$ cat config.mk
export PLATFORM = sky130hd
export DESIGN_NAME = semaphore_wait_queue_table_top
export DESIGN_NICKNAME = d
export VERILOG_FILES = /design/src/sem_wq_pkg.sv /design/src/semaphore_wait_queue_table_top.sv
export SDC_FILE = /design/constraint.sdc
export NUM_CORES = 2
export LEC_CHECK = 0
export ABC_AREA = 1
export BUFFER_PORTS_ARGS = -buffer_cell sky130_fd_sc_hd__buf_2
export CAP_MARGIN = 10
export CORE_UTILIZATION = 50
export DETAILED_ROUTE_END_ITERATION = 10
export GPL_TIMING_DRIVEN = 0
export PLACE_DENSITY = 0.65
export SYNTH_ARGS = -nofsm -noshare
export SYNTH_HDL_FRONTEND = slang
export SYNTH_SLANG_ARGS = --single-unit
$ cat constraint.sdc
create_clock -name clk -period 9.2 [get_ports clk]
set_input_delay 0.92 -clock clk [delete_from_list [all_inputs] [get_ports clk]]
set_output_delay 0.92 -clock clk [all_outputs]
set_load 0.005 [all_outputs]
$ cat src/sem_wq_pkg.sv
// Package with opcodes, status codes and sequencer states for the semaphore wait table.
`timescale 1ns / 1ps
`default_nettype none
package sem_wq_pkg;

    // Operation codes carried by the kind field.
    typedef enum logic [1:0] {
        OP_INSERT = 2'd0,
        OP_REMOVE = 2'd1,
        OP_OUT    = 2'd2,
        OP_HEAD   = 2'd3
    } op_t;

    // Status codes returned with every result word.
    typedef enum logic [1:0] {
        ST_OK   = 2'd0,
        ST_FULL = 2'd1,
        ST_MISS = 2'd2
    } status_t;

    // Sequencer states.
    typedef enum logic [2:0] {
        S_IDLE,
        S_SCAN,
        S_DECIDE,
        S_WALK,
        S_DONE
    } state_t;

endpackage
`default_nettype wire

$ cat src/semaphore_wait_queue_table_top.sv
// Top level: semaphore wait table with a sequenced descriptor scan and queue walk.
// Insert, remove and head scan every descriptor, one descriptor compared per cycle by a single
// key comparator, then decide and write the result word; out skips the scan and follows one
// queue link per cycle until the process is found or the walk misses.
// busy stays high until the result cycle ends, so a new command is taken at the earliest
// in the cycle after the result. The receiver cannot stall.
// Reset (rst_n low, asynchronous) clears all descriptor and process valid bits.
`timescale 1ns / 1ps
`default_nettype none
module semaphore_wait_queue_table_top #(
    parameter int MAX_PROCS = 20,
    parameter int ADDR_BITS = 32
) (
    input  wire logic        clk,
    input  wire logic        rst_n,
    input  wire logic        start,
    output logic             busy,
    input  wire logic [1:0]  kind,
    input  wire logic [30:0] sem_addr,
    input  wire logic [4:0]  proc_id,
    output logic             done,
    output logic [4:0]       proc_out,
    output logic             proc_valid,
    output logic [1:0]       status
);
    localparam int IW = (MAX_PROCS > 1) ? $clog2(MAX_PROCS) : 1;
    localparam int CW = $clog2(MAX_PROCS + 1);

    // Table storage.
    logic [ADDR_BITS-1:0] key_reg   [MAX_PROCS];
    logic [IW-1:0]        first_reg [MAX_PROCS];
    logic [IW-1:0]        last_reg  [MAX_PROCS];
    logic [CW-1:0]        len_reg   [MAX_PROCS];
    logic [IW-1:0]        link_reg  [MAX_PROCS];
    logic [IW-1:0]        pdesc_reg [MAX_PROCS];
    logic [MAX_PROCS-1:0] used_reg, wait_reg;

    // Command and sequencer registers.
    sem_wq_pkg::state_t   state_reg, state_next;
    sem_wq_pkg::op_t      op_reg;
    logic [ADDR_BITS-1:0] key_in_reg;
    logic [4:0]           pid_reg;
    logic [CW-1:0]        cnt_reg;
    logic                 hit_reg, free_ok_reg;
    logic [IW-1:0]        hit_idx_reg, free_idx_reg, cur_reg, prev_reg, desc_reg;
    logic                 has_prev_reg;
    logic [CW-1:0]        step_reg;
    logic                 done_reg, pvalid_reg;
    logic [4:0]           pout_reg;
    sem_wq_pkg::status_t  stat_reg;

    logic [IW-1:0] ci;
    logic          key_eq;
    logic          pid_ok;
    logic          walk_miss;
    logic          walk_hit;
    assign ci     = cnt_reg[IW-1:0];
    assign key_eq = (key_reg[ci] == key_in_reg);
    assign pid_ok = ({3'd0, pid_reg} < 8'(MAX_PROCS));

    // The walk ends on a miss (bad or idle process, or queue exhausted) or on a hit.
    assign walk_miss = !pid_ok || !wait_reg[pid_reg[IW-1:0]] || !used_reg[desc_reg] ||
                       (step_reg >= len_reg[desc_reg]);
    assign walk_hit  = (cur_reg == pid_reg[IW-1:0]);

    assign busy       = (state_reg != sem_wq_pkg::S_IDLE);
    assign done       = done_reg;
    assign proc_out   = pout_reg;
    assign proc_valid = pvalid_reg;
    assign status     = stat_reg;

    // Next-state logic.
    always_comb
    begin
        state_next = state_reg;
        case (state_reg)
            sem_wq_pkg::S_IDLE:
                if (start) state_next = sem_wq_pkg::S_SCAN;
            sem_wq_pkg::S_SCAN:
                if (op_reg == sem_wq_pkg::OP_OUT) state_next = sem_wq_pkg::S_WALK;
                else if (cnt_reg == CW'(MAX_PROCS - 1)) state_next = sem_wq_pkg::S_DECIDE;
            sem_wq_pkg::S_DECIDE: state_next = sem_wq_pkg::S_DONE;
            sem_wq_pkg::S_WALK:
                if (walk_miss || walk_hit)
                    state_next = sem_wq_pkg::S_DONE;
            sem_wq_pkg::S_DONE: state_next = sem_wq_pkg::S_IDLE;
            default: state_next = sem_wq_pkg::S_IDLE;
        endcase
    end

    always_ff @(posedge clk or negedge rst_n)
    begin
        if (!rst_n)
            state_reg <= sem_wq_pkg::S_IDLE;
        else
            state_reg <= state_next;
    end

    // Datapath: scan, decide, walk, and result word.
    always_ff @(posedge clk or negedge rst_n)
    begin
        if (!rst_n)
        begin
            used_reg   <= '0;
            wait_reg   <= '0;
            done_reg   <= 1'b0;
            for (int i = 0; i < MAX_PROCS; i++) len_reg[i] <= '0;
        end
        else
        begin
            // The strobe marks the cycle right after a decision or the end of a walk.
            done_reg <= (state_reg == sem_wq_pkg::S_DECIDE) ||
                        ((state_reg == sem_wq_pkg::S_WALK) && (walk_miss || walk_hit));
            case (state_reg)
                sem_wq_pkg::S_IDLE:
                    if (start)
                    begin
                        op_reg       <= sem_wq_pkg::op_t'(kind);
                        key_in_reg   <= ADDR_BITS'({33'd0, sem_addr});
                        pid_reg      <= proc_id;
                        cnt_reg      <= '0;
                        hit_reg      <= 1'b0;
                        free_ok_reg  <= 1'b0;
                    end
                sem_wq_pkg::S_SCAN:
                begin
                    // One descriptor compared per cycle.
                    if (used_reg[ci] && key_eq && !hit_reg)
                    begin
                        hit_reg     <= 1'b1;
                        hit_idx_reg <= ci;
                    end
                    if (!used_reg[ci] && !free_ok_reg)
                    begin
                        free_ok_reg  <= 1'b1;
                        free_idx_reg <= ci;
                    end
                    cnt_reg <= cnt_reg + 1'b1;
                    if (op_reg == sem_wq_pkg::OP_OUT)
                    begin
                        // Set up the queue walk for a given process.
                        desc_reg     <= pdesc_reg[pid_reg[IW-1:0]];
                        cur_reg      <= first_reg[pdesc_reg[pid_reg[IW-1:0]]];
                        has_prev_reg <= 1'b0;
                        step_reg     <= '0;
                    end
                end
                sem_wq_pkg::S_DECIDE:
                begin
                    case (op_reg)
                        sem_wq_pkg::OP_INSERT:
                        begin
                            pout_reg <= pid_reg;
                            if (pid_ok && !wait_reg[pid_reg[IW-1:0]])
                            begin
                                if (hit_reg)
                                begin
                                    if (len_reg[hit_idx_reg] == '0)
                                        first_reg[hit_idx_reg] <= pid_reg[IW-1:0];
                                    else
                                        link_reg[last_reg[hit_idx_reg]] <= pid_reg[IW-1:0];
                                    last_reg[hit_idx_reg] <= pid_reg[IW-1:0];
                                    len_reg[hit_idx_reg]  <= len_reg[hit_idx_reg] + 1'b1;
                                    pdesc_reg[pid_reg[IW-1:0]] <= hit_idx_reg;
                                    wait_reg[pid_reg[IW-1:0]]  <= 1'b1;
                                    pvalid_reg <= 1'b1; stat_reg <= sem_wq_pkg::ST_OK;
                                end
                                else if (free_ok_reg)
                                begin
                                    used_reg[free_idx_reg]  <= 1'b1;
                                    key_reg[free_idx_reg]   <= key_in_reg;
                                    first_reg[free_idx_reg] <= pid_reg[IW-1:0];
                                    last_reg[free_idx_reg]  <= pid_reg[IW-1:0];
                                    len_reg[free_idx_reg]   <= CW'(1);
                                    pdesc_reg[pid_reg[IW-1:0]] <= free_idx_reg;
                                    wait_reg[pid_reg[IW-1:0]]  <= 1'b1;
                                    pvalid_reg <= 1'b1; stat_reg <= sem_wq_pkg::ST_OK;
                                end
                                else
                                begin
                                    pvalid_reg <= 1'b0; stat_reg <= sem_wq_pkg::ST_FULL;
                                end
                            end
                            else
                            begin
                                pvalid_reg <= 1'b0; stat_reg <= sem_wq_pkg::ST_MISS;
                            end
                        end
                        sem_wq_pkg::OP_REMOVE:
                            if (hit_reg && len_reg[hit_idx_reg] != '0)
                            begin
                                len_reg[hit_idx_reg] <= len_reg[hit_idx_reg] - 1'b1;
                                if (len_reg[hit_idx_reg] == CW'(1))
                                    used_reg[hit_idx_reg] <= 1'b0;
                                else
                                    first_reg[hit_idx_reg] <= link_reg[first_reg[hit_idx_reg]];
                                wait_reg[first_reg[hit_idx_reg]] <= 1'b0;
                                pout_reg   <= 5'(first_reg[hit_idx_reg]);
                                pvalid_reg <= 1'b1; stat_reg <= sem_wq_pkg::ST_OK;
                            end
                            else
                            begin
                                pout_reg <= 5'd0; pvalid_reg <= 1'b0;
                                stat_reg <= sem_wq_pkg::ST_MISS;
                            end
                        sem_wq_pkg::OP_HEAD:
                            if (hit_reg && len_reg[hit_idx_reg] != '0)
                            begin
                                pout_reg   <= 5'(first_reg[hit_idx_reg]);
                                pvalid_reg <= 1'b1; stat_reg <= sem_wq_pkg::ST_OK;
                            end
                            else
                            begin
                                pout_reg <= 5'd0; pvalid_reg <= 1'b0;
                                stat_reg <= sem_wq_pkg::ST_MISS;
                            end
                        default:
                        begin
                            pout_reg <= 5'd0; pvalid_reg <= 1'b0;
                            stat_reg <= sem_wq_pkg::ST_MISS;
                        end
                    endcase
                end
                sem_wq_pkg::S_WALK:
                begin
                    // Follow one link per cycle until the process is found or the walk misses.
                    if (walk_miss)
                    begin
                        pout_reg <= 5'd0; pvalid_reg <= 1'b0;
                        stat_reg <= sem_wq_pkg::ST_MISS;
                        step_reg <= len_reg[desc_reg];
                    end
                    else if (walk_hit)
                    begin
                        if (!has_prev_reg)
                            first_reg[desc_reg] <= link_reg[cur_reg];
                        else
                            link_reg[prev_reg] <= link_reg[cur_reg];
                        if (last_reg[desc_reg] == cur_reg && has_prev_reg)
                            last_reg[desc_reg] <= prev_reg;
                        len_reg[desc_reg] <= len_reg[desc_reg] - 1'b1;
                        if (len_reg[desc_reg] == CW'(1))
                            used_reg[desc_reg] <= 1'b0;
                        wait_reg[cur_reg] <= 1'b0;
                        pout_reg <= pid_reg; pvalid_reg <= 1'b1;
                        stat_reg <= sem_wq_pkg::ST_OK;
                    end
                    else
                    begin
                        prev_reg     <= cur_reg;
                        has_prev_reg <= 1'b1;
                        cur_reg      <= link_reg[cur_reg];
                        step_reg     <= step_reg + 1'b1;
                    end
                end
                default: ;
            endcase
        end
    end

`ifndef NO_ASSERTIONS
    // A result word appears only while a command is being finished.
    a_done_busy: assert property (@(posedge clk) disable iff (!rst_n)
        done |-> $past(busy)) else $error("result without command");
    // A successful result always carries a real process.
    a_ok_valid: assert property (@(posedge clk) disable iff (!rst_n)
        (done && status == sem_wq_pkg::ST_OK) |-> proc_valid) else $error("ok without process");
    // The block returns to idle right after a result.
    a_idle_after: assert property (@(posedge clk) disable iff (!rst_n)
        done |=> !busy) else $error("busy after result");
`endif
endmodule
`default_nettype wire
==> metrics.md <==
| Metric | Value |
|---|---|
| Worst EP required | `just under 10 ns` |
| Clock root buffer | `clkbuf_16` |
| Vias | `roughly 56000` |
| EDFF count, synth | `1104` |
| Syn avg cell area | `slightly above 9 µm²` |
| Via/cell ratio | `6.19` |
| Post-CTS Setup Bufs | `0` |
| Pwr/cell area | `266 nW/µm²` |
| CP Max Fanout | `11` |
| Largest cells by area after synthesis | `edfxtp_1, nand2_1, nand3_1, dfrtp_1, o21ai_0` |
| Area post-placement | `approximately 67000 µm²` |
| Die Ht | `approximately 360 µm` |
| Number of global-route vias before repair | `about 52000` |
| Post-Synthesis Cells | `roughly 7000` |
| Fmax | `about 0.13 GHz` |
| H-tree depth | `4` |
| Site row count | `130` |
| Final period utilization | `around 80%` |
| Finished Layout Cells | `9036` |
| # resized after CTS | `0` |
| Io pins | `slightly above 50` |
| Critical path type | `reg -> reg` |
| Register area share after synthesis | `58.3%` |
| Fillers | `11100` |
| Total GRT Usage | `36.6%` |
| Slew headroom | `15.3%` |
| Final #Nets | `~7300` |
| Synth-to-Final Area Change | `12.1%` |
| Synth top area share | `around half` |
| Total grt overflow | `0` |
| Layout cells sized above 1 | `under 10%` |
| Synthesis warning total | `0` |
| Final hold violations | `0` |
| Inst Count DP | `8783` |
| Slew Viols, Final | `0` |
| Ys async rst share | `11.3%` |
| Starting density of the core | `slightly above 50%` |
| Worst skew pair latency | `approximately 0.82 ns` |
| Largest register FFs | `620` |
| DRC viols | `0` |
| Status | `finished, final reports clean` |
| Initial antenna violation count | `2` |
| WL/cell | `26.7 µm` |
| Die Wd | `around 360 µm` |
| Max rail drop VDD | `about 0.24 mV` |
| Tmin final | `about 7.5 ns` |
| Crit. End Element | `flop` |
| Final wirelength | `around 240000 µm` |
| Final worst slack | `between 1.5 and 2 ns` |
| Largest net degree at the start of global routing | `between 70 and 80` |
| Post-Layout Inst Area | `approximately 72000 µm²` |
| Cts hold-fix bufs | `0` |
| Hold Path Class | `in -> async` |
| Die area | `129000 µm²` |
| Setup_tns | `0 ns` |
| RSZ-0062 raised after global routing | `false` |
| Synth unique cells | `56` |
| Worst-path clk slew | `approximately 0.060 ns` |
| Port Buffers | `50` |
| Router iterations before antenna repair | `6` |
| Dpl ws | `between 2 and 2.5 ns` |
| Count of maximum capacitance violations | `0` |
| GPL Wtd Cong | `between 1 and 1.5` |
| CTS tree | `built` |
| Worst-Margin Slew | `1.27 ns` |
| Count of final setup violators | `0` |
| Remaining antenna violation count | `0` |
| Clock net sink count | `approximately 1300` |
| Ys flop type | `edfxtp_1` |
| Clock Path Buffers | `3` |
| FF+latch count, synth | `between 1000 and 1500` |
| Global-route wire length before repair | `around 350000 µm` |
| Startpoint types | `flop` |
| Leak pwr | `approximately 28 nW` |
| Hpwl dp | `170000 µm` |
| Core area | `roughly 130000 µm²` |
| Post-synthesis cell area | `~64000 µm²` |
| CTS Buf Count | `~140` |
| Area leader, netlist | `edfxtp_1` |
| Final hold slack | `roughly 0.11 ns` |
| Syn nets | `just over 7000` |
| R2R depth | `18` |
| CP Data Arrival Time | `approximately 8.0 ns` |
| Layout Skew | `~0.031 ns` |
| Initial detailed-routing violation count | `between 7000 and 8000` |
routing by layer:
metal / global-route usage, % / vias up / routed length, µm
met1: 51.0 / 26800 / 96100
met2: 54.8 / 3684 / 105000
met5: 0.0740 / - / 13
met3: 8.15 / 653 / 27800
met4: 16.4 / 2 / 11400
li1: - / 24700 / -
layout make-up:
type,instances,area (µm²),area share (%)
clock buffers,177,3680,5.14
well taps,1650,2060,2.88
plain buffers,398,1820,2.55
repair buffers,85,930,1.30
flip-flops and latches,1273,37300,52.1
diodes,3,7.51,0.0105
multi-input cells,4908,23200,32.4
clock inverters,72,841,1.17
inverters,470,1770,2.47
critical path: stages (launching register included):
cell,delay [ns]
edfxtp_1,0.63
nand2_2,0.27
clkbuf_1,0.82
o22ai_1,0.22
o21ai_0,0.47
nand3_1,0.12
nor2_1,0.66
clkbuf_1,0.60
inv_1,0.16
ha_1,0.30
o21ai_0,0.14
a21boi_0,0.09
o21ai_0,0.16
nand2_1,0.12
a21oi_4,0.33
nand2_1,0.17
nor3_1,0.91
o21ai_1,0.48
inv_1,0.47
Yosys cell counts (all sizes together), types with 66 or more instances:
cell type     n
o22ai        83
dfrtp       144
nand3      1072
nor2        558
a22oi        99
edfxtp     1104
nand2      2103
inv         462
a21oi       198
o21ai       538
buf         200
o211ai       66
clkbuf      198
cell families (layout without fill, tap and decap cells):
| kind of cell | count (synthesis) | in the layout | share of synthesized area (%) |
|---|---|---|---|
| xor gates and xnor gates | 32 | 32 | 0.439 |
| other | 0 | 3 | 0 |
| adders and majority gates | 12 | 12 | 0.235 |
| AOI/OAI and AO/OA | 1056 | 1056 | 9.56 |
| and+or+nand+nor | 3808 | 3808 | 25.8 |
| DFF | 1273 | 1273 | 58.3 |
| buffers and inverters | 868 | 1202 | 5.62 |
stage by stage:
| stage | util (%) | power [mW] |
|---|---|---|
| floorplan | - | 10.8 |
| global placement | 52.4 | 13.2 |
| detailed placement | 53.1 | 13.3 |
| CTS | 56.7 | 18.8 |
| global route | 56.7 | 19.7 |
| finish | 56.7 | 19.0 |
layout by cell type, fill, tap and decap left out, types with 19 or more instances in the layout:
master	n
o22ai_1	83
buf_1	48
nand3_2	39
clkinv_1	21
nor2_4	39
nor3_1	33
inv_1	436
xor2_1	20
o21ai_0	482
buf_12	21
nor2_1	495
clkinv_2	19
o211ai_1	66
inv_2	25
clkbuf_1	227
dfrtp_1	144
clkbuf_16	138
nand3_1	1031
nand2_1	2087
buf_2	173
edfxtp_1	1104
dfxtp_1	25
a21oi_1	189
buf_4	19
o21ai_1	46
o221ai_1	34
a22oi_1	99
nand3b_1	24
power by group:
part | switching [mW] | internal (mW)
Combinational | 4.82 | 1.65
Clock | 2.49 | 3.13
Sequential | 0.342 | 6.58
Total | 7.64 | 11.4
worst paths after layout:
check                           slack (ns)             to        start
min in group clk                      0.28  key_in_reg[5]  sem_addr[5]
worst max-delay path                  1.68     cur_reg[4]  desc_reg[0]
worst min register to register        0.45    prev_reg[4]   cur_reg[4]
worst max register to register        1.68     cur_reg[4]  desc_reg[0]
max in group asynchronous             8.21    len_reg[65]        rst_n
worst min-delay path                  0.11    len_reg[29]        rst_n
(Power assumes the default switching activity.)
